<file path="src/rtl/core/srs_pkg.sv">
// shared types and constants of the spectrum linear resampler
package srs_pkg;

  localparam int unsigned CNT_W       = 13;
  localparam int unsigned IDX_W       = 12;
  localparam int unsigned PWR_W       = 32;
  localparam int unsigned ADDR_W      = 3;
  localparam int unsigned DATA_W      = 32;
  localparam int unsigned UP_SHIFT    = 6;
  localparam int unsigned QUEUE_DEPTH = 4;
  localparam int unsigned QPTR_W      = 2;

  localparam logic [CNT_W-1:0] MAX_BINS   = CNT_W'(4096);
  localparam logic [CNT_W-1:0] RESET_BINS = CNT_W'(513);

  localparam logic REG_SOURCE_BINS = 1'b0;
  localparam logic REG_DEST_BINS   = 1'b1;

  typedef enum logic [1:0] {
    KIND_ERR,
    KIND_PASS,
    KIND_FIRST,
    KIND_INTERP
  } kind_e;

  typedef struct packed {
    kind_e             kind;
    logic [CNT_W-1:0]  src_idx;
    logic              last_src;
    logic [PWR_W-1:0]  power;
    logic [PWR_W-1:0]  prev_power;
  } desc_t;

  typedef struct packed {
    logic              bad;
    logic              same;
    logic [CNT_W-1:0]  sm1;
    logic [CNT_W-1:0]  den;
    logic [CNT_W-1:0]  dest_bins;
  } cfg_info_t;

  typedef struct packed {
    logic [IDX_W-1:0]  idx;
    logic              last;
    logic              err;
  } res_meta_t;

endpackage

</file>
<file path="src/rtl/core/srs_div.sv">
// restoring divider for the per-destination-bin position step
module srs_div #(
  parameter int unsigned FRAC_BITS = 16
) (
  input  logic                                  clk_i,
  input  logic                                  rst_ni,
  input  logic                                  start_i,
  input  logic [srs_pkg::CNT_W-1:0]             sm1_i,
  input  logic [srs_pkg::CNT_W-1:0]             den_i,
  output logic                                  busy_o,
  output logic [srs_pkg::CNT_W+FRAC_BITS-1:0]   quo_o,
  output logic [srs_pkg::CNT_W-1:0]             rem_o
);

  localparam int unsigned DVD_W   = srs_pkg::CNT_W + FRAC_BITS;
  localparam int unsigned STEP_W  = $clog2(DVD_W + 1);

  logic [DVD_W-1:0]          shf_q;
  logic [srs_pkg::CNT_W-1:0] rem_q;
  logic [srs_pkg::CNT_W-1:0] den_q;
  logic [STEP_W-1:0]         cnt_q;
  logic [srs_pkg::CNT_W:0]   trial;
  logic [srs_pkg::CNT_W:0]   diff;
  logic                      ge;

  assign trial  = {rem_q, shf_q[DVD_W-1]};
  assign ge     = trial >= {1'b0, den_q};
  assign diff   = trial - {1'b0, den_q};
  assign busy_o = cnt_q != '0;
  assign quo_o  = shf_q;
  assign rem_o  = rem_q;

  always_ff @(posedge clk_i or negedge rst_ni) begin
    if (!rst_ni) begin
      cnt_q <= '0;
    end else if (start_i) begin
      cnt_q <= STEP_W'(DVD_W);
    end else if (busy_o) begin
      cnt_q <= cnt_q - STEP_W'(1);
    end
  end

  // one quotient bit per cycle, shifted in behind the dividend
  always_ff @(posedge clk_i) begin
    if (start_i) begin
      shf_q <= {sm1_i, {FRAC_BITS{1'b0}}};
      rem_q <= '0;
      den_q <= den_i;
    end else if (busy_o) begin
      shf_q <= {shf_q[DVD_W-2:0], ge};
      rem_q <= ge ? diff[srs_pkg::CNT_W-1:0] : trial[srs_pkg::CNT_W-1:0];
    end
  end

endmodule

</file>
<file path="src/rtl/core/srs_front.sv">
// front end: tracks the source bin count and classifies each input bin
module srs_front (
  input  logic                        clk_i,
  input  logic                        rst_ni,
  input  logic                        clear_i,
  input  logic                        accept_i,
  input  logic [srs_pkg::PWR_W-1:0]   power_i,
  input  srs_pkg::cfg_info_t          info_i,
  output srs_pkg::desc_t              desc_o
);

  logic [srs_pkg::CNT_W-1:0] src_cnt_q;
  logic [srs_pkg::PWR_W-1:0] prev_q;
  logic                      last_src;

  assign last_src = src_cnt_q >= info_i.sm1;

  always_comb begin
    desc_o.src_idx    = src_cnt_q;
    desc_o.last_src   = last_src;
    desc_o.power      = power_i;
    desc_o.prev_power = prev_q;
    if (info_i.bad) begin
      desc_o.kind = srs_pkg::KIND_ERR;
    end else if (info_i.same) begin
      desc_o.kind = srs_pkg::KIND_PASS;
    end else if (src_cnt_q == '0) begin
      desc_o.kind = srs_pkg::KIND_FIRST;
    end else begin
      desc_o.kind = srs_pkg::KIND_INTERP;
    end
  end

  always_ff @(posedge clk_i or negedge rst_ni) begin
    if (!rst_ni) begin
      src_cnt_q <= '0;
      prev_q    <= '0;
    end else if (clear_i) begin
      src_cnt_q <= '0;
    end else if (accept_i) begin
      if (info_i.bad) begin
        // previous bin is kept on an unsupported ratio
        src_cnt_q <= '0;
      end else begin
        prev_q    <= power_i;
        src_cnt_q <= last_src ? '0 : src_cnt_q + srs_pkg::CNT_W'(1);
      end
    end
  end

endmodule

</file>
<file path="src/rtl/core/srs_fifo.sv">
// short queue of classified source bins between front and back end
module srs_fifo (
  input  logic            clk_i,
  input  logic            rst_ni,
  input  logic            push_i,
  input  srs_pkg::desc_t  data_i,
  input  logic            pop_i,
  output srs_pkg::desc_t  data_o,
  output logic            empty_o,
  output logic            full_o
);

  localparam logic [srs_pkg::QPTR_W:0] FULL_CNT = (srs_pkg::QPTR_W+1)'(srs_pkg::QUEUE_DEPTH);

  srs_pkg::desc_t             mem_q [srs_pkg::QUEUE_DEPTH];
  logic [srs_pkg::QPTR_W-1:0] wr_ptr_q;
  logic [srs_pkg::QPTR_W-1:0] rd_ptr_q;
  logic [srs_pkg::QPTR_W:0]   cnt_q;
  logic                       do_push;
  logic                       do_pop;

  assign empty_o = cnt_q == '0;
  assign full_o  = cnt_q == FULL_CNT;
  assign do_push = push_i && !full_o;
  assign do_pop  = pop_i && !empty_o;
  assign data_o  = mem_q[rd_ptr_q];

  always_ff @(posedge clk_i or negedge rst_ni) begin
    if (!rst_ni) begin
      wr_ptr_q <= '0;
      rd_ptr_q <= '0;
      cnt_q    <= '0;
    end else begin
      if (do_push) begin
        wr_ptr_q <= wr_ptr_q + 1'b1;
      end
      if (do_pop) begin
        rd_ptr_q <= rd_ptr_q + 1'b1;
      end
      if (do_push && !do_pop) begin
        cnt_q <= cnt_q + 1'b1;
      end else if (do_pop && !do_push) begin
        cnt_q <= cnt_q - 1'b1;
      end
    end
  end

  always_ff @(posedge clk_i) begin
    if (do_push) begin
      mem_q[wr_ptr_q] <= data_i;
    end
  end

endmodule

</file>
<file path="src/rtl/core/srs_back.sv">
// back end: walks destination bins and interpolates through a three-stage pipe
module srs_back #(
  parameter int unsigned FRAC_BITS = 16
) (
  input  logic                                  clk_i,
  input  logic                                  rst_ni,
  input  logic                                  clear_i,
  input  srs_pkg::cfg_info_t                    info_i,
  input  logic [srs_pkg::CNT_W+FRAC_BITS-1:0]   step_i,
  input  logic [srs_pkg::CNT_W-1:0]             step_rem_i,
  input  logic                                  head_valid_i,
  input  srs_pkg::desc_t                        desc_i,
  output logic                                  pop_o,
  output logic                                  out_valid_o,
  input  logic                                  out_stall_i,
  output logic [srs_pkg::IDX_W-1:0]             bin_index_o,
  output logic [srs_pkg::PWR_W-1:0]             bin_power_o,
  output logic                                  last_bin_o,
  output logic                                  config_error_o
);

  localparam int unsigned CNT_W  = srs_pkg::CNT_W;
  localparam int unsigned PWR_W  = srs_pkg::PWR_W;
  localparam int unsigned ACC_W  = CNT_W + FRAC_BITS;
  localparam int unsigned PROD_W = PWR_W + 1 + FRAC_BITS + 1;

  // destination walk state: acc holds floor(k*(S-1)*2^F/(D-1)), err its residue
  logic [CNT_W-1:0]     dest_next_q, dest_next_d;
  logic [ACC_W-1:0]     acc_q, acc_d;
  logic [CNT_W-1:0]     err_q, err_d;

  logic                 v1_q, v2_q, v3_q;
  logic [PWR_W-1:0]     lo1_q, hi1_q, lo2_q, pwr3_q;
  logic [FRAC_BITS-1:0] a1_q;
  logic signed [PROD_W-1:0] prod2_q;
  srs_pkg::res_meta_t   meta1_q, meta2_q, meta3_q;

  logic                 adv;
  logic                 can;
  logic                 emit;
  logic [CNT_W-1:0]     lo_idx;
  logic [CNT_W:0]       hi_inc;
  logic [CNT_W-1:0]     hi_idx;
  logic                 hit;
  logic [CNT_W:0]       e_sum;
  logic                 carry;
  logic [CNT_W:0]       e_wrap;
  logic [ACC_W-1:0]     acc_next;
  logic [PWR_W-1:0]     lo_op, hi_op;
  logic [FRAC_BITS-1:0] a_op;
  srs_pkg::res_meta_t   meta_op;

  logic signed [PWR_W:0]     diff;
  logic signed [FRAC_BITS:0] a_s;
  logic signed [PROD_W-1:0]  prod;
  logic signed [PROD_W-1:0]  prod_sh;
  logic [PWR_W+1:0]          sum;

  assign adv    = !v3_q || !out_stall_i;
  assign can    = adv && head_valid_i;

  assign lo_idx = acc_q[ACC_W-1:FRAC_BITS];
  assign hi_inc = {1'b0, lo_idx} + 1'b1;
  assign hi_idx = (hi_inc > {1'b0, info_i.sm1}) ? info_i.sm1 : hi_inc[CNT_W-1:0];
  assign hit    = (dest_next_q < info_i.dest_bins) && (info_i.den != '0) &&
                  (hi_idx == desc_i.src_idx);

  assign e_sum    = {1'b0, err_q} + {1'b0, step_rem_i};
  assign carry    = e_sum >= {1'b0, info_i.den};
  assign e_wrap   = carry ? e_sum - {1'b0, info_i.den} : e_sum;
  assign acc_next = acc_q + step_i + ACC_W'(carry);

  always_comb begin
    emit        = 1'b0;
    pop_o       = 1'b0;
    dest_next_d = dest_next_q;
    acc_d       = acc_q;
    err_d       = err_q;
    lo_op       = desc_i.power;
    hi_op       = desc_i.power;
    a_op        = '0;
    meta_op     = '{idx: '0, last: 1'b0, err: 1'b0};
    if (clear_i) begin
      dest_next_d = '0;
      acc_d       = '0;
      err_d       = '0;
    end else if (can) begin
      case (desc_i.kind)
        srs_pkg::KIND_ERR: begin
          emit        = 1'b1;
          pop_o       = 1'b1;
          lo_op       = '0;
          hi_op       = '0;
          meta_op.err = 1'b1;
          dest_next_d = '0;
          acc_d       = '0;
          err_d       = '0;
        end
        srs_pkg::KIND_PASS: begin
          emit         = 1'b1;
          pop_o        = 1'b1;
          meta_op.idx  = desc_i.src_idx[srs_pkg::IDX_W-1:0];
          meta_op.last = desc_i.last_src;
        end
        srs_pkg::KIND_FIRST: begin
          emit         = 1'b1;
          pop_o        = 1'b1;
          meta_op.last = info_i.den == '0;
          dest_next_d  = CNT_W'(1);
          acc_d        = step_i;
          err_d        = step_rem_i;
        end
        srs_pkg::KIND_INTERP: begin
          if (hit) begin
            emit         = 1'b1;
            lo_op        = (lo_idx == desc_i.src_idx) ? desc_i.power : desc_i.prev_power;
            a_op         = acc_q[FRAC_BITS-1:0];
            meta_op.idx  = dest_next_q[srs_pkg::IDX_W-1:0];
            meta_op.last = dest_next_q == info_i.den;
            dest_next_d  = dest_next_q + CNT_W'(1);
            acc_d        = acc_next;
            err_d        = e_wrap[CNT_W-1:0];
          end else begin
            // no more destination bins end on this source bin
            pop_o = 1'b1;
            if (desc_i.last_src) begin
              dest_next_d = '0;
              acc_d       = '0;
              err_d       = '0;
            end
          end
        end
        default: begin
          pop_o = 1'b1;
        end
      endcase
    end
  end

  // lo + (hi - lo) * a / 2^F equals the weighted sum rounded down
  assign diff    = $signed({1'b0, hi1_q}) - $signed({1'b0, lo1_q});
  assign a_s     = $signed({1'b0, a1_q});
  assign prod    = diff * a_s;
  assign prod_sh = prod2_q >>> FRAC_BITS;
  assign sum     = {2'b00, lo2_q} + prod_sh[PWR_W+1:0];

  always_ff @(posedge clk_i or negedge rst_ni) begin
    if (!rst_ni) begin
      dest_next_q <= '0;
      acc_q       <= '0;
      err_q       <= '0;
      v1_q        <= 1'b0;
      v2_q        <= 1'b0;
      v3_q        <= 1'b0;
    end else begin
      dest_next_q <= dest_next_d;
      acc_q       <= acc_d;
      err_q       <= err_d;
      if (adv) begin
        v1_q <= emit;
        v2_q <= v1_q;
        v3_q <= v2_q;
      end
    end
  end

  always_ff @(posedge clk_i) begin
    if (adv) begin
      lo1_q   <= lo_op;
      hi1_q   <= hi_op;
      a1_q    <= a_op;
      meta1_q <= meta_op;
      lo2_q   <= lo1_q;
      prod2_q <= prod;
      meta2_q <= meta1_q;
      pwr3_q  <= sum[PWR_W-1:0];
      meta3_q <= meta2_q;
    end
  end

  assign out_valid_o    = v3_q;
  assign bin_index_o    = meta3_q.idx;
  assign bin_power_o    = pwr3_q;
  assign last_bin_o     = meta3_q.last;
  assign config_error_o = meta3_q.err;

endmodule

</file>
<file path="src/rtl/core/spectrum_linear_resampler.sv">
// Linear-interpolation resampler of a power spectrum to a configured bin count.
// Source bins enter on the in channel (in_valid_i / in_stall_o), one per
// transaction, in bin order; resampled bins leave on the out channel
// (out_valid_o / out_stall_i) with index, last-bin and error flags.
// source_bins and dest_bins sit at byte addresses 0 and 4 of the APB port; a
// write restarts the profile. An accepted source bin passes through the queue
// and the interpolation pipeline registers before its first result. A
// pass-through, first or error source bin leaves the queue once the back end
// can advance; any other source bin stays at the queue head while the single
// interpolation multiplier walks the destination bins it completes, one result
// each. After reset and after each register write, a bit-serial divider
// computes the position step, and in_stall_o stays high until it is done. A
// four-entry queue separates classification from interpolation, so source bins
// keep being taken while results wait; when the receiver stalls the output
// register holds and the queue fills before in_stall_o rises. Reset clears
// counters and the previous bin, and loads 513 into both size registers.
module spectrum_linear_resampler #(
  parameter int unsigned FRAC_BITS = 16
) (
  input  logic                          clk_i,
  input  logic                          rst_ni,
  input  logic                          psel,
  input  logic                          penable,
  input  logic                          pwrite,
  input  logic [srs_pkg::ADDR_W-1:0]    paddr,
  input  logic [srs_pkg::DATA_W-1:0]    pwdata,
  output logic [srs_pkg::DATA_W-1:0]    prdata,
  output logic                          pready,
  input  logic                          in_valid_i,
  output logic                          in_stall_o,
  input  logic [srs_pkg::PWR_W-1:0]     source_power_i,
  output logic                          out_valid_o,
  input  logic                          out_stall_i,
  output logic [srs_pkg::IDX_W-1:0]     bin_index_o,
  output logic [srs_pkg::PWR_W-1:0]     bin_power_o,
  output logic                          last_bin_o,
  output logic                          config_error_o
);

  localparam int unsigned CNT_W = srs_pkg::CNT_W;
  localparam int unsigned ACC_W = CNT_W + FRAC_BITS;
  localparam int unsigned LIM_W = CNT_W + srs_pkg::UP_SHIFT;

  logic [CNT_W-1:0]    src_bins_q;
  logic [CNT_W-1:0]    dst_bins_q;
  logic                cfg_wr;
  logic                recalc_q;
  logic [CNT_W-1:0]    sm1;
  logic [CNT_W-1:0]    dm1;
  logic [LIM_W-1:0]    up_lim;
  srs_pkg::cfg_info_t  cfg_info_d, cfg_info_q;

  logic                div_busy;
  logic [ACC_W-1:0]    step;
  logic [CNT_W-1:0]    step_rem;

  logic                q_push;
  logic                q_pop;
  logic                q_empty;
  logic                q_full;
  srs_pkg::desc_t      front_desc;
  srs_pkg::desc_t      head_desc;

  assign pready = 1'b1;
  assign cfg_wr = psel && penable && pwrite && pready;

  always_ff @(posedge clk_i or negedge rst_ni) begin
    if (!rst_ni) begin
      src_bins_q <= srs_pkg::RESET_BINS;
      dst_bins_q <= srs_pkg::RESET_BINS;
    end else if (cfg_wr) begin
      case (paddr[2])
        srs_pkg::REG_SOURCE_BINS: src_bins_q <= pwdata[CNT_W-1:0];
        srs_pkg::REG_DEST_BINS:   dst_bins_q <= pwdata[CNT_W-1:0];
        default: ;
      endcase
    end
  end

  always_comb begin
    case (paddr[2])
      srs_pkg::REG_SOURCE_BINS: prdata = srs_pkg::DATA_W'(src_bins_q);
      srs_pkg::REG_DEST_BINS:   prdata = srs_pkg::DATA_W'(dst_bins_q);
      default:                  prdata = '0;
    endcase
  end

  // ratio check: D-1 may be at most 63*(S-1) when the sizes differ
  assign sm1    = src_bins_q - CNT_W'(1);
  assign dm1    = dst_bins_q - CNT_W'(1);
  assign up_lim = {sm1, {srs_pkg::UP_SHIFT{1'b0}}} - LIM_W'(sm1);

  always_comb begin
    cfg_info_d.same      = src_bins_q == dst_bins_q;
    cfg_info_d.sm1       = sm1;
    cfg_info_d.den       = dm1;
    cfg_info_d.dest_bins = dst_bins_q;
    cfg_info_d.bad       = (src_bins_q == '0) || (dst_bins_q == '0) ||
                           (src_bins_q > srs_pkg::MAX_BINS) ||
                           (dst_bins_q > srs_pkg::MAX_BINS) ||
                           (!cfg_info_d.same &&
                            ((src_bins_q < CNT_W'(2)) || (LIM_W'(dm1) > up_lim)));
  end

  always_ff @(posedge clk_i or negedge rst_ni) begin
    if (!rst_ni) begin
      cfg_info_q <= '0;
      recalc_q   <= 1'b1;
    end else begin
      cfg_info_q <= cfg_info_d;
      recalc_q   <= cfg_wr;
    end
  end

  srs_div #(
    .FRAC_BITS (FRAC_BITS)
  ) u_div (
    .clk_i   (clk_i),
    .rst_ni  (rst_ni),
    .start_i (recalc_q),
    .sm1_i   (sm1),
    .den_i   (dm1),
    .busy_o  (div_busy),
    .quo_o   (step),
    .rem_o   (step_rem)
  );

  assign in_stall_o = recalc_q || div_busy || q_full;
  assign q_push     = in_valid_i && !in_stall_o;

  srs_front u_front (
    .clk_i    (clk_i),
    .rst_ni   (rst_ni),
    .clear_i  (cfg_wr),
    .accept_i (q_push),
    .power_i  (source_power_i),
    .info_i   (cfg_info_q),
    .desc_o   (front_desc)
  );

  srs_fifo u_fifo (
    .clk_i   (clk_i),
    .rst_ni  (rst_ni),
    .push_i  (q_push),
    .data_i  (front_desc),
    .pop_i   (q_pop),
    .data_o  (head_desc),
    .empty_o (q_empty),
    .full_o  (q_full)
  );

  srs_back #(
    .FRAC_BITS (FRAC_BITS)
  ) u_back (
    .clk_i          (clk_i),
    .rst_ni         (rst_ni),
    .clear_i        (cfg_wr),
    .info_i         (cfg_info_q),
    .step_i         (step),
    .step_rem_i     (step_rem),
    .head_valid_i   (!q_empty),
    .desc_i         (head_desc),
    .pop_o          (q_pop),
    .out_valid_o    (out_valid_o),
    .out_stall_i    (out_stall_i),
    .bin_index_o    (bin_index_o),
    .bin_power_o    (bin_power_o),
    .last_bin_o     (last_bin_o),
    .config_error_o (config_error_o)
  );

`ifndef SYNTHESIS
  a_err_result_zero: assert property (@(posedge clk_i) disable iff (!rst_ni)
    out_valid_o && config_error_o |->
      bin_power_o == '0 && bin_index_o == '0 && !last_bin_o)
    else $error("error result carries a non-zero payload");

  a_last_is_final_index: assert property (@(posedge clk_i) disable iff (!rst_ni)
    out_valid_o && last_bin_o && !config_error_o && !cfg_info_q.same |->
      bin_index_o == cfg_info_q.den[srs_pkg::IDX_W-1:0])
    else $error("last bin flagged on a bin other than the final one");

  a_no_pop_when_empty: assert property (@(posedge clk_i) disable iff (!rst_ni)
    q_pop |-> !q_empty)
    else $error("back end took a source bin from an empty queue");
`endif

endmodule
</file>
<file path="config.mk">
export PLATFORM = sky130hd
export DESIGN_NAME = spectrum_linear_resampler
export DESIGN_NICKNAME = d
export VERILOG_FILES = /design/src/rtl/core/srs_pkg.sv /design/src/rtl/core/srs_div.sv /design/src/rtl/core/srs_front.sv /design/src/rtl/core/srs_fifo.sv /design/src/rtl/core/srs_back.sv /design/src/rtl/core/spectrum_linear_resampler.sv
export SDC_FILE = /design/constraint.sdc
export NUM_CORES = 2
export LEC_CHECK = 0
export BUFFER_PORTS_ARGS = -buffer_cell sky130_fd_sc_hd__buf_4
export CAP_MARGIN = 20
export CORE_UTILIZATION = 58
export CTS_BUF_LIST = sky130_fd_sc_hd__clkbuf_4
export DETAILED_ROUTE_END_ITERATION = 10
export PLACE_DENSITY_LB_ADDON = 0.2
export SLEW_MARGIN = 40
export SYNTH_ARGS = -nofsm -noshare
export SYNTH_HDL_FRONTEND = slang
export SYNTH_SLANG_ARGS = --single-unit
export TNS_END_PERCENT = 10
</file>
<file path="constraint.sdc">
create_clock -name clk_i -period 8.6 [get_ports clk_i]
set_input_delay 0.43 -clock clk_i [delete_from_list [all_inputs] [get_ports clk_i]]
set_output_delay 0.43 -clock clk_i [all_outputs]
set_load 0.02 [all_outputs]
</file>
==> results_dict.tcl <==
set metrics [dict create \
    status "completed" \
    drt_iter0_drc 2890 \
    rsz0062_at_grt "yes" \
    drive_gt1_share_pct 18.0 \
    vias_per_cell 5.58 \
    relSlewSlack_pct 43.2 \
    initial_core_util_pct 58.6 \
    startpoint "u_back.hi1_q[8]$_DFFE_PN_" \
    worst-setup-path-type "flip-flop to flip-flop" \
    r2r_slack_ns 0.23 \
    fmax_mhz 119 \
    required_ns 9.48 \
    ys.flop_type "edfxtp_1" \
    grt_pass1_vias 39700 \
    syn_area_um2 55700 \
    num-fill-cells 7162 \
    crit_end "u_back.prod2_q[47]$_DFFE_PN_" \
    grt_pass1_wl_um 214000 \
    max_slew.worst_pin.slew_ns 0.849 \
    synth_edf_count 564 \
    ys_types 90 \
    yosysWarnings 0 \
    endpoint_kind "flip-flop" \
    yosysSeqAreaShare_pct 39.7 \
    met2_length_um 62600 \
    syn_inst 4917 \
    cts.clk_slew.worst_paths_ns 0.07 \
    hp-class "primary input to flip-flop" \
    coreArea_um2 95200 \
    place_inst 6381 \
    async_reset_ff_share_pct 23.6 \
    port_buffers 113 \
    die_h_um 312 \
    max_cap_viol_count 0 \
    boundaryPins 155 \
    dr.max_layer_used "met4" \
    finalHoldViolCount 0 \
    drtAntennaViolNets 0 \
    rows 113 \
    fin_worst_skew_ns 0.114 \
    cts-root-buf "clkbuf_4" \
    htreeDepth 4 \
    min_path_cells 3 \
    worstRegToRegCells 37 \
    cpPeakStageDelay_ns 0.51 \
    fin_crit_sh_pct 97.4 \
    grt_max_degree 76 \
    r2r-start "u_back.hi1_q[8]$_DFFE_PN_" \
    ys_ff_latch 776 \
    insertion_delay_ns 1.18 \
    area.growth.synth_to_final_pct 14.2 \
    min_period_ns 8.37 \
    dieArea_um2 97300 \
    syn_area_per_cell_um2 11.3 \
    report.final.setup_viol 0 \
    track_usage_pct 28.2 \
    critPathMaxFanout 9 \
    die_x_um 312 \
    dp_hpwl_um 97100 \
    worstPathArrival_ns 9.26 \
    clockBufferDepth 3 \
    rr_endpoint "u_back.prod2_q[47]$_DFFE_PN_" \
    path_common_cell "fa_1" \
    cts_made_buffers 195 \
    first_pass_iters 6 \
    overflow 0 \
    tns_ns 0 \
    vias 38200 \
    layout.cells.non_filler 6854 \
    grt_antenna_before_repair 2 \
    maxSlewViolCount 0 \
    worst_path_max_delay_cell "fa_1" \
    final_common_cell "inv_1" \
    worstSetupStartpointType "flip-flop" \
    wl_per_cell_um 19.4 \
    wirelength_um 133000 \
    finalWeightedCongestion 0.896 \
    drc 0 \
    wl_met3_um 9110 \
    final_cell_mix "inv_1, edfxtp_1, nand2_1, fa_1, buf_4" \
    cts_tree "built" \
    drt-met1-wl_um 57600 \
    fin_nets 6310 \
    clock-sinks 776 \
    timing.hold.ws_ns 0.0834 \
]
cell families (layout without fill, tap and decap cells):
group | Yosys count | count (layout) | synth area share (%)
buffers and inverters | 951 | 1598 | 6.67
DFF | 776 | 776 | 39.7
and+or+nand+nor | 1315 | 1315 | 11.7
xor gates and xnor gates | 269 | 269 | 4.35
adders and majority gates | 815 | 815 | 25.0
muxes | 177 | 177 | 5.13
AOI/OAI and AO/OA | 612 | 612 | 7.49
other | 2 | 27 | 0.0135
critical path: cells and delay by family, from the launching register on:
| family | cells | cell delay (ns) |
|---|---|---|
| adder cells (fa/ha/maj) | 8 | 3.48 |
| AO/OA/AOI/OAI | 11 | 2.09 |
| buffers and inverters | 9 | 1.02 |
| AND/OR/NAND/NOR | 7 | 0.88 |
| flip-flops | 1 | 0.37 |
| XOR/XNOR | 2 | 0.23 |
worst min-delay path by stage:
stage	from	end	slack [ns]
2_1_floorplan	rst_ni	cfg_info_q[0]$_DFF_PN0_	0.13
3_3_place_gp	u_back.meta1_q[9]$_SDFFCE_PP0N_	u_back.meta2_q[9]$_DFFE_PN_	0.40
3_5_place_dp	u_back.meta2_q[5]$_DFFE_PN_	u_back.bin_index_o[3]$_DFFE_PN_	0.40
4_1_cts	source_power_i[29]	u_front.prev_q[29]$_DFFE_PN0P_	0.0002
5_1_grt	pwdata[10]	dst_bins_q[10]$_DFFE_PN0P_	0.004
6_report	pwdata[10]	dst_bins_q[10]$_DFFE_PN0P_	0.08
synthesized netlist by cell type (all sizes together) (6+ instances only):
library cell	n	area (um^2)
a41oi	7	61.3
a211oi	31	233
nor2	145	552
or3	22	138
buf	49	333
ha	318	3980
mux4	80	1800
o21a	31	233
and2	295	1850
mux2	71	800
nor2b	45	282
or2	16	100
nand2b	41	257
mux2i	26	260
nor3	60	300
o31ai	11	92.6
o31a	8	70.1
nor4	20	125
xnor2	159	1390
o211ai	22	165
dfxtp	29	581
a22oi	14	105
and3	29	181
o41ai	9	97.6
fa	497	9950
a22o	43	377
nand4	38	238
inv	752	2820
and4	6	52.6
a21oi	155	776
nand3	77	390
nand2	505	1900
a21boi	8	60.1
a21o	64	480
edfxtp	564	16900
a32oi	7	61.3
a31oi	16	100
xor2	105	920
clkbuf	149	559
dfrtp	178	4450
o21bai	18	135
o21ai	131	757
registers in the layout, summed over array words and instances, names as in the netlist, 14 cells and up:
register and flops:
u_div.quo_o 29, u_back.acc_q 29, u_back.lo2_q 32, cfg_info_q 41
u_back.meta2_q 14, u_back.bin_power_o 32, u_fifo.mem_q 320, u_back.hi1_q 32
u_back.lo1_q 32, u_back.a1_q 16, u_back.prod2_q 32, u_front.prev_q 32
u_back.meta1_q 14
final cells by class:
class | instances | area (um^2) | area share [%]
Multi-Input combinational cell | 3208 | 30400 | 47.8
Clock buffer | 292 | 2190 | 3.44
Timing Repair Buffer | 487 | 4070 | 6.40
Tap cell | 1265 | 1580 | 2.49
Inverter | 753 | 2830 | 4.44
Sequential cell | 776 | 22100 | 34.7
Antenna cell | 7 | 17.5 | 0.0275
Clock inverter | 66 | 414 | 0.651
routing by layer:
metal,up-vias,GRT usage [%]
li1,17600,-
met1,19100,39.3
met2,1270,44.8
met3,256,4.99
met4,0,9.92
met5,-,0
repair_timing:
action | CTS | global route
resized for setup | 17 | 74
endpoints found under the setup margin | 10 | 17
endpoints found under the hold margin | 522 | 0
setup buffers | 2 | 15
pin swaps | 9 | 66
hold buffers | 92 | 0
stage by stage:
step	area [um^2]	utilization, %	worst slack [ns]
global route	63700	66.9	-0.0808
detailed placement	59500	62.6	-0.374
finish	63700	66.9	0.227
floorplan	55800	-	0.367
global placement	59500	62.5	-0.270
CTS	63200	66.4	0.0226
Power is not shown: default switching activity piles up to over one toggle a cycle in this logic, so the estimate is an artifact.
